===== config.mk =====
export PLATFORM = sky130hd
export DESIGN_NAME = pslb_queue
export DESIGN_NICKNAME = d
export VERILOG_FILES = /design/src/rtl/pslb_pkg.sv /design/src/rtl/pslb_queue.sv
export SDC_FILE = /design/constraint.sdc
export NUM_CORES = 1
export LEC_CHECK = 0
export BUFFER_PORTS_ARGS = -buffer_cell sky130_fd_sc_hd__buf_2
export CAP_MARGIN = 40
export CORE_UTILIZATION = 47
export DETAILED_ROUTE_END_ITERATION = 12
export GPL_TIMING_DRIVEN = 0
export MAX_ROUTING_LAYER = met4
export PLACE_DENSITY = 0.79
export SLEW_MARGIN = 40
export SYNTH_ARGS = -nofsm -noshare
export SYNTH_HDL_FRONTEND = slang
export SYNTH_SLANG_ARGS = --single-unit

===== constraint.sdc =====
create_clock -name clk -period 3.5 [get_ports clk]
set_input_delay 0.175 -clock clk [delete_from_list [all_inputs] [get_ports clk]]
set_output_delay 0.175 -clock clk [all_outputs]
set_load 0.02 [all_outputs]

===== src/rtl/pslb_pkg.sv =====
// shared types and constants for the per-source leaky bucket limiter
package pslb_pkg;

  localparam logic [1:0] VERDICT_PASS  = 2'd0;
  localparam logic [1:0] VERDICT_DROP  = 2'd1;
  localparam logic [1:0] VERDICT_ERROR = 2'd2;

  localparam logic CFG_LEAK_RATE   = 1'b0;
  localparam logic CFG_LEVEL_LIMIT = 1'b1;

  typedef struct packed {
    logic        empty_src;
    logic [31:0] address;
    logic [31:0] now;
    logic [31:0] hash;
  } req_t;

  // golden-ratio hash folded down; low bits give the probe start
  function automatic logic [31:0] probe_hash(input logic [31:0] addr);
    logic [31:0] h;
    h = addr * 32'd2654435761;
    return h ^ (h >> 16);
  endfunction

endpackage


===== src/rtl/pslb_queue.sv =====
// two-entry request queue between front and back
module pslb_queue (
  input  logic           clk,
  input  logic           rst,
  input  logic           in_valid,
  output logic           in_ready,
  input  pslb_pkg::req_t in_req,
  output logic           out_valid,
  input  logic           out_ready,
  output pslb_pkg::req_t out_req
);

  pslb_pkg::req_t mem [2];
  logic wr_ptr;
  logic rd_ptr;
  logic [1:0] count;

  assign in_ready  = (count != 2'd2);
  assign out_valid = (count != 2'd0);
  assign out_req   = mem[rd_ptr];

  always_ff @(posedge clk) begin
    if (in_valid && in_ready) begin
      mem[wr_ptr] <= in_req;
    end
  end

  always_ff @(posedge clk) begin
    if (rst) begin
      wr_ptr <= 1'b0;
      rd_ptr <= 1'b0;
      count  <= 2'd0;
    end else begin
      if (in_valid && in_ready) wr_ptr <= !wr_ptr;
      if (out_valid && out_ready) rd_ptr <= !rd_ptr;
      count <= count + {1'b0, in_valid && in_ready} - {1'b0, out_valid && out_ready};
    end
  end

`ifndef SYNTHESIS
  a_no_overflow: assert property (@(posedge clk) disable iff (rst)
    count == 2'd2 |-> !in_ready) else $error("queue overflow");
  a_count_range: assert property (@(posedge clk) disable iff (rst)
    count != 2'd3) else $error("queue count out of range");
  a_empty_stays: assert property (@(posedge clk) disable iff (rst)
    count == 2'd0 && !in_valid |=> count == 2'd0) else $error("queue count moved");
`endif

endmodule


==> metrics.cfg <==
[power]
powerDensity_nw_per_um2 = 638
power.leakage_uw = 0.00395
ir_drop_worst_case_vdd_v = 0.000371

[synth]
synth.top_cell.area_share_pct = 79.0
synth.area.top_cells = sky130_fd_sc_hd__edfxtp_1 79%, sky130_fd_sc_hd__mux2_2 10%, sky130_fd_sc_hd__mux2_4 6.1%, sky130_fd_sc_hd__dfxtp_1 1.4%, sky130_fd_sc_hd__buf_6 0.76%
ys_async_sr_fraction_pct = 0
syn_avg_cell_area_um2 = 22.3
nets_in_the_synthesized_netlist = 433
post-synth-top-count-cell = sky130_fd_sc_hd__edfxtp_1
synth.largest_area_cell = sky130_fd_sc_hd__edfxtp_1
synthDistinctLibCells = 24
ys_top_cells_by_count = 194 x sky130_fd_sc_hd__edfxtp_1, 67 x sky130_fd_sc_hd__mux2_2, 30 x sky130_fd_sc_hd__mux2_4
synth_flop_cell = sky130_fd_sc_hd__edfxtp_1
synthesis.area_um2 = 7380
yosys_warnings = 0
synth_cells = 331
synth_sequential_area_ratio_pct = 80.3
postSynthRegisterBits = 199
synth_edf_count = 194

[placement]
place.detailed.hpwl_um = 8680
port_buffers = 199
placed_cells_incl_taps = 744
place.gp.congestion = 0.741

[detailed_routing]
final_antenna_net_count = 0
post-route-drc-count = 0
routed_length_per_instance_um = 16.7
detail_route.iter0.violations = 163
detailroute.via_count = 4190
routed_wl_um = 14600
vias_per_cell = 4.79
drt_pre_antenna_iters = 4

[layout]
fin_nets = 752
multi_input_logic_area_um2 = 1370
antennaDiodeCount = 0
final_layout_size_suffix_gt1_share_pct = 52.0
finish.cell_count_without_fillers = 874
seqCellArea_um2 = 5930
filler_cell_count = 1003
layout-area-overhead-vs-synth_pct = 39.6
finish.utilization_pct = 67.5

[global_routing]
grt_max_degree = 50
grt_pass1_wl_um = 22500
first_global_vias = 4531
track_usage_pct = 19.0
grt_antenna_before_repair = 0
grt.overflow.total = 0

[clock_tree]
clock_insertion_delay_worst_skew_ps = 420
cts_resized = 0
cts-htree-levels = 4
number_of_buffers_created_by_cts = 17
clock_sinks = 199
cts_tree = yes
ctsLongestPathBuffers = 2
clk_transition_reported_paths_ps = 70
root_buffer = sky130_fd_sc_hd__clkbuf_16

[critical_path]
critical_path.max_fanout = 10
timing.critical_path.arrival_ps = 1740
crit_path_start_kind = flip-flop
crit_type = reg -> out
worstPathRequired_ps = 3320
endpoint_kind = output pin

[timing]
timing.final.crit_share_pct = 54.7
timing.final.crit_period_ps = 1910
clock_skew_ps = 7.29
report.final.slew_viol_count = 0
hold_viol = 0
achievable-frequency_ghz = 0.523
hold_ws_ps = 156
maxSlewHeadroom_pct = 72.5
timing.final.setup_violations = 0
rsz_0062_raised_after_global_routing = no
tightest_slew_ps = 407

[floorplanning]
io_pins = 200
fp-row-count = 45
effective_utilization_at_floorplan_pct = 48.3
fp.dieH_um = 127
die_area_um2 = 16200
core_um2 = 15300
die_w_um = 127

[worst_hold_path]
timing.hold.worst.class = in -> reg

[outcome]
run_status = finished, final reports clean

[flow_run]
cap_violations = 0

[path summary, 6_finish.rpt]
kind,startpoint,end,slack [ps],cells past startpoint
worst min register to register,rd_ptr,rd_ptr,510,2
worst max register to register,count[0],mem[0][48],1620,4
worst min-delay path,in_valid,wr_ptr,160,3
worst max-delay path,flip-flop,out_req[86],1590,5
[through the flow]
stage	setup TNS [ps]	instance area (µm²)	power, µW	setup WS (ps)
final	0	10300	6570	1590
after global routing	0	10300	6820	1480
after CTS	0	10300	6600	1550
after detailed placement	0	8720	4550	1620
after global placement	-126990	8640	4520	-909
after floorplan	0	7380	4080	15.6
[sequential cells by signal, indices dropped and copies added (netlist names), named ones only]
name,cells
count,2
rd_ptr,1
wr_ptr,1
mem,194
[power breakdown]
part | leakage [µW] | switching, µW | internal, µW
registers | 0.00186 | 64.2 | 2890
logic | 0.00181 | 906 | 733
clock network | 0.000286 | 844 | 1130
total | 0.00395 | 1810 | 4760
[metal layers]
layer | part of all wire [%] | up-vias | GRT usage (%)
li1 | - | 1951 | -
met1 | 40 | 2069 | 21.0
met2 | 53 | 144 | 33.2
met3 | 5.1 | 26 | 4.23
met4 | 1.9 | 0 | 8.19
met5 | 0 | - | -
[critical path, stage by stage, from the launching register on]
cell and delay (ps):
sky130_fd_sc_hd__dfxtp_1 320, sky130_fd_sc_hd__buf_6 130, sky130_fd_sc_hd__buf_6 180, sky130_fd_sc_hd__buf_6 200
sky130_fd_sc_hd__mux2_4 320, sky130_fd_sc_hd__buf_2 160
[placed cells by master (no fill, tap or decap), types with 2 or more instances in the layout]
cell type and count:
sky130_fd_sc_hd__inv_6 2, sky130_fd_sc_hd__o21ai_0 2, sky130_fd_sc_hd__clkinv_1 2, sky130_fd_sc_hd__mux2_2 67, sky130_fd_sc_hd__nor2_1 4, sky130_fd_sc_hd__buf_12 2, sky130_fd_sc_hd__dfxtp_1 5, sky130_fd_sc_hd__buf_2 205
sky130_fd_sc_hd__buf_6 5, sky130_fd_sc_hd__dlygate4sd3_1 98, sky130_fd_sc_hd__bufinv_16 3, sky130_fd_sc_hd__inv_8 3, sky130_fd_sc_hd__mux2_4 30, sky130_fd_sc_hd__nor2b_1 2, sky130_fd_sc_hd__clkbuf_16 17, sky130_fd_sc_hd__clkinvlp_4 3
sky130_fd_sc_hd__edfxtp_1 194
[area by class of cell]
| class | count | share of cell area, % |
|---|---|---|
| clock buffers | 18 | 4.17 |
| clock inverters | 14 | 1.69 |
| inverters | 1 | 0.109 |
| repair buffers | 300 | 19.8 |
| flip-flops and latches | 199 | 57.5 |
| multi-input cells | 120 | 13.3 |
| plain buffers | 11 | 0.838 |
| well taps | 211 | 2.56 |
[logic make-up (layout without fill, tap and decap cells)]
group	Yosys count	after routing	synth area share (%)
flip-flops	199	199	80.3
AND/OR/NAND/NOR	15	15	1.24
buffers and inverters	12	344	1.22
XOR/XNOR	1	1	0.119
AO/OA/AOI/OAI	6	6	0.594
adder cells (fa/ha/maj)	1	1	0.170
multiplexers	97	97	16.3
[timing repair]
action	CTS	global route
hold buffers	98	0
setup buffers	0	0
endpoints found under the hold margin	199	0
setup endpoints to repair	0	0
Note: power is estimated with default switching activity, not from simulation.
