===== src/rtl/pslb_pkg.sv =====
// shared types and constants for the per-source leaky bucket limiter
package pslb_pkg;

  localparam logic [1:0] VERDICT_PASS  = 2'd0;
  localparam logic [1:0] VERDICT_DROP  = 2'd1;
  localparam logic [1:0] VERDICT_ERROR = 2'd2;

  localparam logic CFG_LEAK_RATE   = 1'b0;
  localparam logic CFG_LEVEL_LIMIT = 1'b1;

  typedef struct packed {
    logic        empty_src;
    logic [31:0] address;
    logic [31:0] now;
    logic [31:0] hash;
  } req_t;

  // golden-ratio hash folded down; low bits give the probe start
  function automatic logic [31:0] probe_hash(input logic [31:0] addr);
    logic [31:0] h;
    h = addr * 32'd2654435761;
    return h ^ (h >> 16);
  endfunction

endpackage


===== src/rtl/pslb_front.sv =====
// front end: takes requests, hashes the address and flags empty sources
module pslb_front (
  input  logic                 clk,
  input  logic                 rst,
  input  logic                 valid,
  output logic                 ready,
  input  logic [31:0]          source_address,
  input  logic [31:0]          now_seconds,
  output logic                 q_valid,
  input  logic                 q_ready,
  output pslb_pkg::req_t       q_req
);

  // the multiply is registered; a stage holds one request
  logic full;

  assign ready   = !full || q_ready;
  assign q_valid = full;

  always_ff @(posedge clk) begin
    if (rst) begin
      full <= 1'b0;
    end else if (ready) begin
      full <= valid;
    end
  end

  always_ff @(posedge clk) begin
    if (ready && valid) begin
      q_req.empty_src <= (source_address == 32'd0);
      q_req.address   <= source_address;
      q_req.now       <= now_seconds;
      q_req.hash      <= pslb_pkg::probe_hash(source_address);
    end
  end

endmodule


===== config.mk =====
export PLATFORM = sky130hd
export DESIGN_NAME = pslb_front
export DESIGN_NICKNAME = d
export VERILOG_FILES = /design/src/rtl/pslb_pkg.sv /design/src/rtl/pslb_front.sv
export SDC_FILE = /design/constraint.sdc
export NUM_CORES = 1
export LEC_CHECK = 0
export ABC_CLOCK_PERIOD_IN_PS = 21100
export BUFFER_PORTS_ARGS = -buffer_cell sky130_fd_sc_hd__buf_2
export CAP_MARGIN = 0
export CORE_MARGIN = 1
export CORE_UTILIZATION = 44
export CTS_CLUSTER_DIAMETER = 80
export DETAILED_ROUTE_END_ITERATION = 10
export PLACE_DENSITY = 0.71
export SETUP_SLACK_MARGIN = 0.5
export SLEW_MARGIN = 0
export SYNTH_ARGS = -nofsm -noshare
export SYNTH_HDL_FRONTEND = slang
export SYNTH_SLANG_ARGS = --single-unit

===== constraint.sdc =====
create_clock -name clk -period 21.1 [get_ports clk]
set_input_delay 4.22 -clock clk [delete_from_list [all_inputs] [get_ports clk]]
set_output_delay 4.22 -clock clk [all_outputs]
set_load 0.005 [all_outputs]

==> results of run 1 <==
-- cell type report --
cell class	instances	share of cell area
clock inverters	7	0.00585
clock buffers	9	0.0162
flip-flops and latches	98	0.211
multi-input cells	594	0.577
repair buffers	167	0.0603
well taps	372	0.0335
inverters	354	0.0956
-- worst paths after layout --
path,to,cells past startpoint
setup / recovery,q_req[15]$_DFFE_PP_,25
hold / removal,q_valid$_SDFFE_PP0N_,2
setup reg to reg,q_req[84]$_DFFE_PP_,3
hold reg to reg,q_valid$_SDFFE_PP0N_,2
-- kinds of logic after synthesis --
family                   share of synthesized area
adder cells (fa/ha/maj)                      0.533
buffers and inverters                        0.109
flip-flops                                   0.239
XOR/XNOR                                    0.0592
AO/OA/AOI/OAI                               0.0414
AND/OR/NAND/NOR                             0.0190
-- sequential cells by signal, summed over array words and instances (netlist names) --
signal,cells
q_valid,1
q_req,97
-- per-stage QoR --
step | utilization | hold WS (ns) | instance area, um2 | std cells
6_report | 0.511 | 0.535 | 13900 | 1601
4_1_cts | 0.511 | 0.548 | 13900 | 1601
3_5_place_dp | 0.500 | 0.536 | 13600 | 1585
5_1_grt | 0.511 | 0.584 | 13900 | 1601
2_1_floorplan | - | 0.522 | 12300 | 1048
3_3_place_gp | 0.500 | 0.502 | 13600 | 1585
-- metal layers --
metal,wire (um),up-vias,track usage
li1,-,3572,-
met1,12800,3877,0.285
met2,14400,267,0.369
met3,1730,39,0.0396
met4,495,0,0.0537
met5,0,-,0
-- worst max-delay path, stage by stage --
cell,delay [ns]
buf_2,0.32
inv_1,0.21
fa_1,0.57
inv_1,0.05
fa_1,0.37
fa_1,0.49
inv_1,0.05
fa_1,0.47
inv_1,0.05
fa_1,0.51
inv_1,0.06
fa_1,0.52
inv_1,0.05
fa_1,0.47
inv_1,0.05
fa_1,0.47
inv_1,0.04
ha_1,0.37
a21oi_4,0.21
o21ai_1,0.10
a221oi_2,0.30
nand3_2,0.15
o31ai_4,0.25
o21a_1,0.20
xnor3_1,0.38
-- cell usage in the layout (no fill, tap or decap), types with 3 or more instances in the layout --
cell,n
nor3_1,4
o21bai_1,6
a211oi_1,3
nor2_1,11
a21o_1,5
ha_1,197
o21ai_0,5
xnor2_1,60
o21a_1,3
buf_2,166
o21ai_1,8
nand2_1,12
a21oi_1,17
xor2_1,16
inv_1,354
edfxtp_1,97
nand4_1,6
clkbuf_16,9
fa_1,204
==> qor.txt, run 1 <==
Yosys top cell area share: 0.332
Diodes inserted: 0
Worst Tran Pin Value: 0.848 ns
Register area: 2930 um2
Syn nets: 1517
Crit path time final: 10.81 ns
# clock sinks: 98
Async SR Flop Fraction: 0
Ranking of synthesized cells by area: fa_1 (33%), edfxtp_1 (24%), ha_1 (20%)
Final net count: 1693
Die H: 169 um
Clk_lat worst skew: 0.37 ns
Synth Instances: 1048
Global-route wire length before repair: 45.5 mm
Setup violations, final: 0
Crit path kind: in2reg
TNS Setup: 0 ns
Worst Hold Class: reg2reg
Synth Warn #: 0
CP required: 21.23 ns
PortBufs: 166
Crit. Startpoint: source_address[4]
Fraction of layout cells with a size suffix above 1: 0.161
Post-synth EDFFs: 97
Final WS setup: 10.29 ns
CTS resizes: 0
Final hold vios: 0
Die area: 28600 um2
Post-synth top flop: edfxtp_1
Mapped Area: 12300 um2
Final period utilization: 0.512
Routability cong.: 0.930
Vias in the first global route: 8307
Critical path launch point type: primary input
Multi-input gate area: 8020 um2
Most common cell in the synthesized netlist: inv_1
MaxCap Viol Count: 0
Hold wc startpoint: q_valid$_SDFFE_PP0N_
Grt total ovfl: 0
Status: completed
Clock transition at the registers of the reported paths: 0.09 ns
Core area: 27200 um2
Clock skew: 0.0102 ns
Vias/cell: 4.84
CTS tree: done
Max_slew headroom: 0.435
Critical path endpoint category: register
1st-iter DRT viols: 445
#FFs+latches synth: 98
Top post-synthesis cells by count: inv_1 (354), fa_1 (204), ha_1 (197)
Routed Antenna Nets: 0
DRC violations left: 0
IO Pins: 167
Wire length per cell: 18.4 um
Via Count: 7755
Slew Viols, Final: 0
Hpwl dp: 24.7 mm
CTS Buf Count: 9
R2R setup slack: 19.07 ns
Final wirelength: 29.5 mm
Area growth from synthesis to layout: 13.0%
Fmax achieved: 92.5 MHz
Initial Util: 0.452
Mean post-synth cell area: 11.7 um2
RSZ-0062 raised after global routing: no
Area leader, netlist: fa_1
Worst path arrival time: 10.94 ns
Total global-route track usage: 0.216
H-Tree Depth: 3
FILL cells: 2416
Pre-CTS WS: 9.93 ns
Clock root cell: clkbuf_16
Register area share after synthesis: 0.239
Die width: 169 um
CTS Hold Buffers Added: 0
Max Buffers Root-to-Sink: 2
Netlist cell types: 51
Post-CTS setup buffers: 0
R2r startpoint: q_valid$_SDFFE_PP0N_
CP Max Fanout: 10
Pin count of the biggest net entering global routing: 67
Initial antenna violation count: 0
FP Rows: 60
First-pass iteration count of the detailed router: 4
Power of run 1 is left out: the tool's default activity adds up to more than one toggle a clock period on the data nets, which glitch-free logic cannot reach.
==> inputs of run 2 (changes only) <==
--- a/config.mk
+++ b/config.mk
@@ -5,14 +5,14 @@
 export SDC_FILE = /design/constraint.sdc
 export NUM_CORES = 1
 export LEC_CHECK = 0
-export ABC_CLOCK_PERIOD_IN_PS = 21100
+export ABC_CLOCK_PERIOD_IN_PS = 9050
 export BUFFER_PORTS_ARGS = -buffer_cell sky130_fd_sc_hd__buf_2
 export CAP_MARGIN = 0
 export CORE_MARGIN = 1
 export CORE_UTILIZATION = 44
 export CTS_CLUSTER_DIAMETER = 80
 export DETAILED_ROUTE_END_ITERATION = 10
-export PLACE_DENSITY = 0.71
+export PLACE_DENSITY = 0.73
 export SETUP_SLACK_MARGIN = 0.5
 export SLEW_MARGIN = 0
 export SYNTH_ARGS = -nofsm -noshare
==> constraint.sdc (replaced) <==
create_clock -name clk -period 9.05 [get_ports clk]
set_input_delay 1.81 -clock clk [delete_from_list [all_inputs] [get_ports clk]]
set_output_delay 1.81 -clock clk [all_outputs]
set_load 0.005 [all_outputs]
==> run 2 against run 1 <==
Cell count rose by 1.2%; global-route usage increased by 0.91 points; critical path depth shrank 2; hold slack improved by 0.00051 ns; non-clock buffer count grew 19; critical path type unchanged; largest cell class unchanged; highest routed layer unchanged.
==> qor.txt, run 2 (synthesis results as in run 1) <==
Status: completed
Core area: 27200 um2
CP max stage delay: 0.59 ns
Final wirelength: 30.5 mm
Vias/cell: 4.87
Placed cells: 1599
Die H: 169 um
Total global-route track usage: 0.226
Die width: 169 um
1st-iter DRT viols: 468
Leading cell types in the layout, fill and taps excluded: inv_1 (352), fa_1 (204), ha_1 (197), buf_2 (164), edfxtp_1 (97)
Routed Antenna Nets: 0
Commonest non-fill, non-tap cell in the layout: inv_1
Vias in the first global route: 8500
Max_slew headroom: 0.456
FILL cells: 2434
Hold Crit Depth: 2
Setup violations, final: 0
Final hold vios: 0
Pin count of the biggest net entering global routing: 63
R2r startpoint: q_valid$_SDFFE_PP0N_
Multi-input gate area: 8020 um2
Final period utilization: 0.910
Die area: 28600 um2
Clock root cell: clkbuf_16
CTS Hold Buffers Added: 0
Worst Hold Class: reg2reg
Wire length per cell: 18.9 um
Crit path kind: in2reg
Worst path arrival time: 8.36 ns
Critical path endpoint category: register
CP max stage cell: fa_1
FP Rows: 60
Hold Crit Endpoint: q_valid$_SDFFE_PP0N_
Clk_lat worst skew: 0.37 ns
Fraction of layout cells with a size suffix above 1: 0.175
Area growth from synthesis to layout: 14.1%
Clock skew: 0.0118 ns
CP dominant cell by count: fa_1
H-Tree Depth: 3
Hold wc startpoint: q_valid$_SDFFE_PP0N_
Initial Util: 0.452
Max reg flops: 97
Reg with most FFs: q_req
Fmax achieved: 121 MHz
Via Count: 7884
Critical path launch point type: primary input
MaxCap Viol Count: 0
Hpwl dp: 26.0 mm
CP Max Fanout: 8
CTS tree: done
Max Buffers Root-to-Sink: 2
Diodes inserted: 0
CP required: 9.17 ns
Initial antenna violation count: 0
Worst Tran Pin Value: 0.816 ns
IO Pins: 167
TNS Setup: 0 ns
Slew Viols, Final: 0
R2R setup slack: 6.99 ns
RSZ-0062 raised after global routing: no
Grt total ovfl: 0
Clock transition at the registers of the reported paths: 0.09 ns
PortBufs: 166
Non-filler cells, final: 1620
Final net count: 1712
CP cell instances: clkbuf_4 -> clkinvlp_4 -> fa_1 -> inv_1 -> fa_1 -> inv_1 -> fa_1 -> inv_1 -> fa_1 -> fa_1 -> fa_1 -> fa_1 -> inv_1 -> fa_1 -> inv_1 -> ha_1 -> nand4_1 -> nor2_1 -> a221oi_2 -> nand3_2 -> o31ai_4 -> o21a_1 -> xnor3_1
First-pass iteration count of the detailed router: 4
Register area: 2930 um2
FF-to-FF path depth: 3
Final WS setup: 0.812 ns
DRC violations left: 0
CTS Buf Count: 9
Pre-CTS WS: 0.337 ns
# clock sinks: 98
Global-route wire length before repair: 47.2 mm
Routability cong.: 0.981
Crit path time final: 8.24 ns
R2R Path End: q_req[92]$_DFFE_PP_
run 2: cell types whose count changed in the layout (fill, tap and decap cells not counted):
| cell | before | now |
|---|---|---|
| clkinv_1 | 0 | 1 |
| buf_2 | 166 | 164 |
| clkbuf_4 | 0 | 2 |
| inv_1 | 354 | 352 |
| clkinv_8 | 2 | 1 |
| inv_8 | 2 | 1 |
| clkinvlp_4 | 0 | 3 |
| buf_4 | 1 | 20 |
run 2: worst max-delay path by stage:
stage | start | to | depth (start not counted)
after floorplan | source_address[4] | q_req[15]$_DFFE_PP_ | 24
after global placement | source_address[11] | q_req[15]$_DFFE_PP_ | 23
after detailed placement | source_address[11] | q_req[15]$_DFFE_PP_ | 23
after CTS | source_address[11] | q_req[15]$_DFFE_PP_ | 23
after global routing | source_address[11] | q_req[15]$_DFFE_PP_ | 23
final | source_address[11] | q_req[15]$_DFFE_PP_ | 23
run 2: final cells by class:
class / instances / area share
timing repair buffer: 186 / 0.0703
clock inverter: 7 / 0.00464
inverter: 354 / 0.0952
sequential: 98 / 0.209
clock buffer: 9 / 0.0160
multi-input combinational: 594 / 0.572
tap: 372 / 0.0332
run 2: repair_timing:
item,in CTS,in global routing
setup endpoints to repair,0,1
buffers inserted,0,5
resized for setup,0,4
run 2: layer usage:
metal,vias up,part of all wire,GRT usage
met3,34,0.061,0.0350
met2,266,0.48,0.382
met5,-,0,0
li1,3613,-,-
met4,0,0.017,0.0513
met1,3971,0.44,0.305
run 2: worst max-delay path, delay by kind of cell:
| kind | cells | cell delay (ns) |
|---|---|---|
| compound gates | 3 | 0.71 |
| xor+xnor | 1 | 0.38 |
| fa+ha+maj | 9 | 4.32 |
| buf+inv | 7 | 0.70 |
| simple gates | 3 | 0.42 |
run 2: per-stage QoR:
| step | util | hold slack, ns | area (um2) |
|---|---|---|---|
| 2_1_floorplan | - | 0.522 | 12300 |
| 3_3_place_gp | 0.504 | 0.501 | 13700 |
| 3_5_place_dp | 0.504 | 0.530 | 13700 |
| 4_1_cts | 0.515 | 0.540 | 14000 |
| 5_1_grt | 0.516 | 0.559 | 14000 |
| 6_report | 0.516 | 0.536 | 14000 |
Power of run 2 is left out for the same reason.
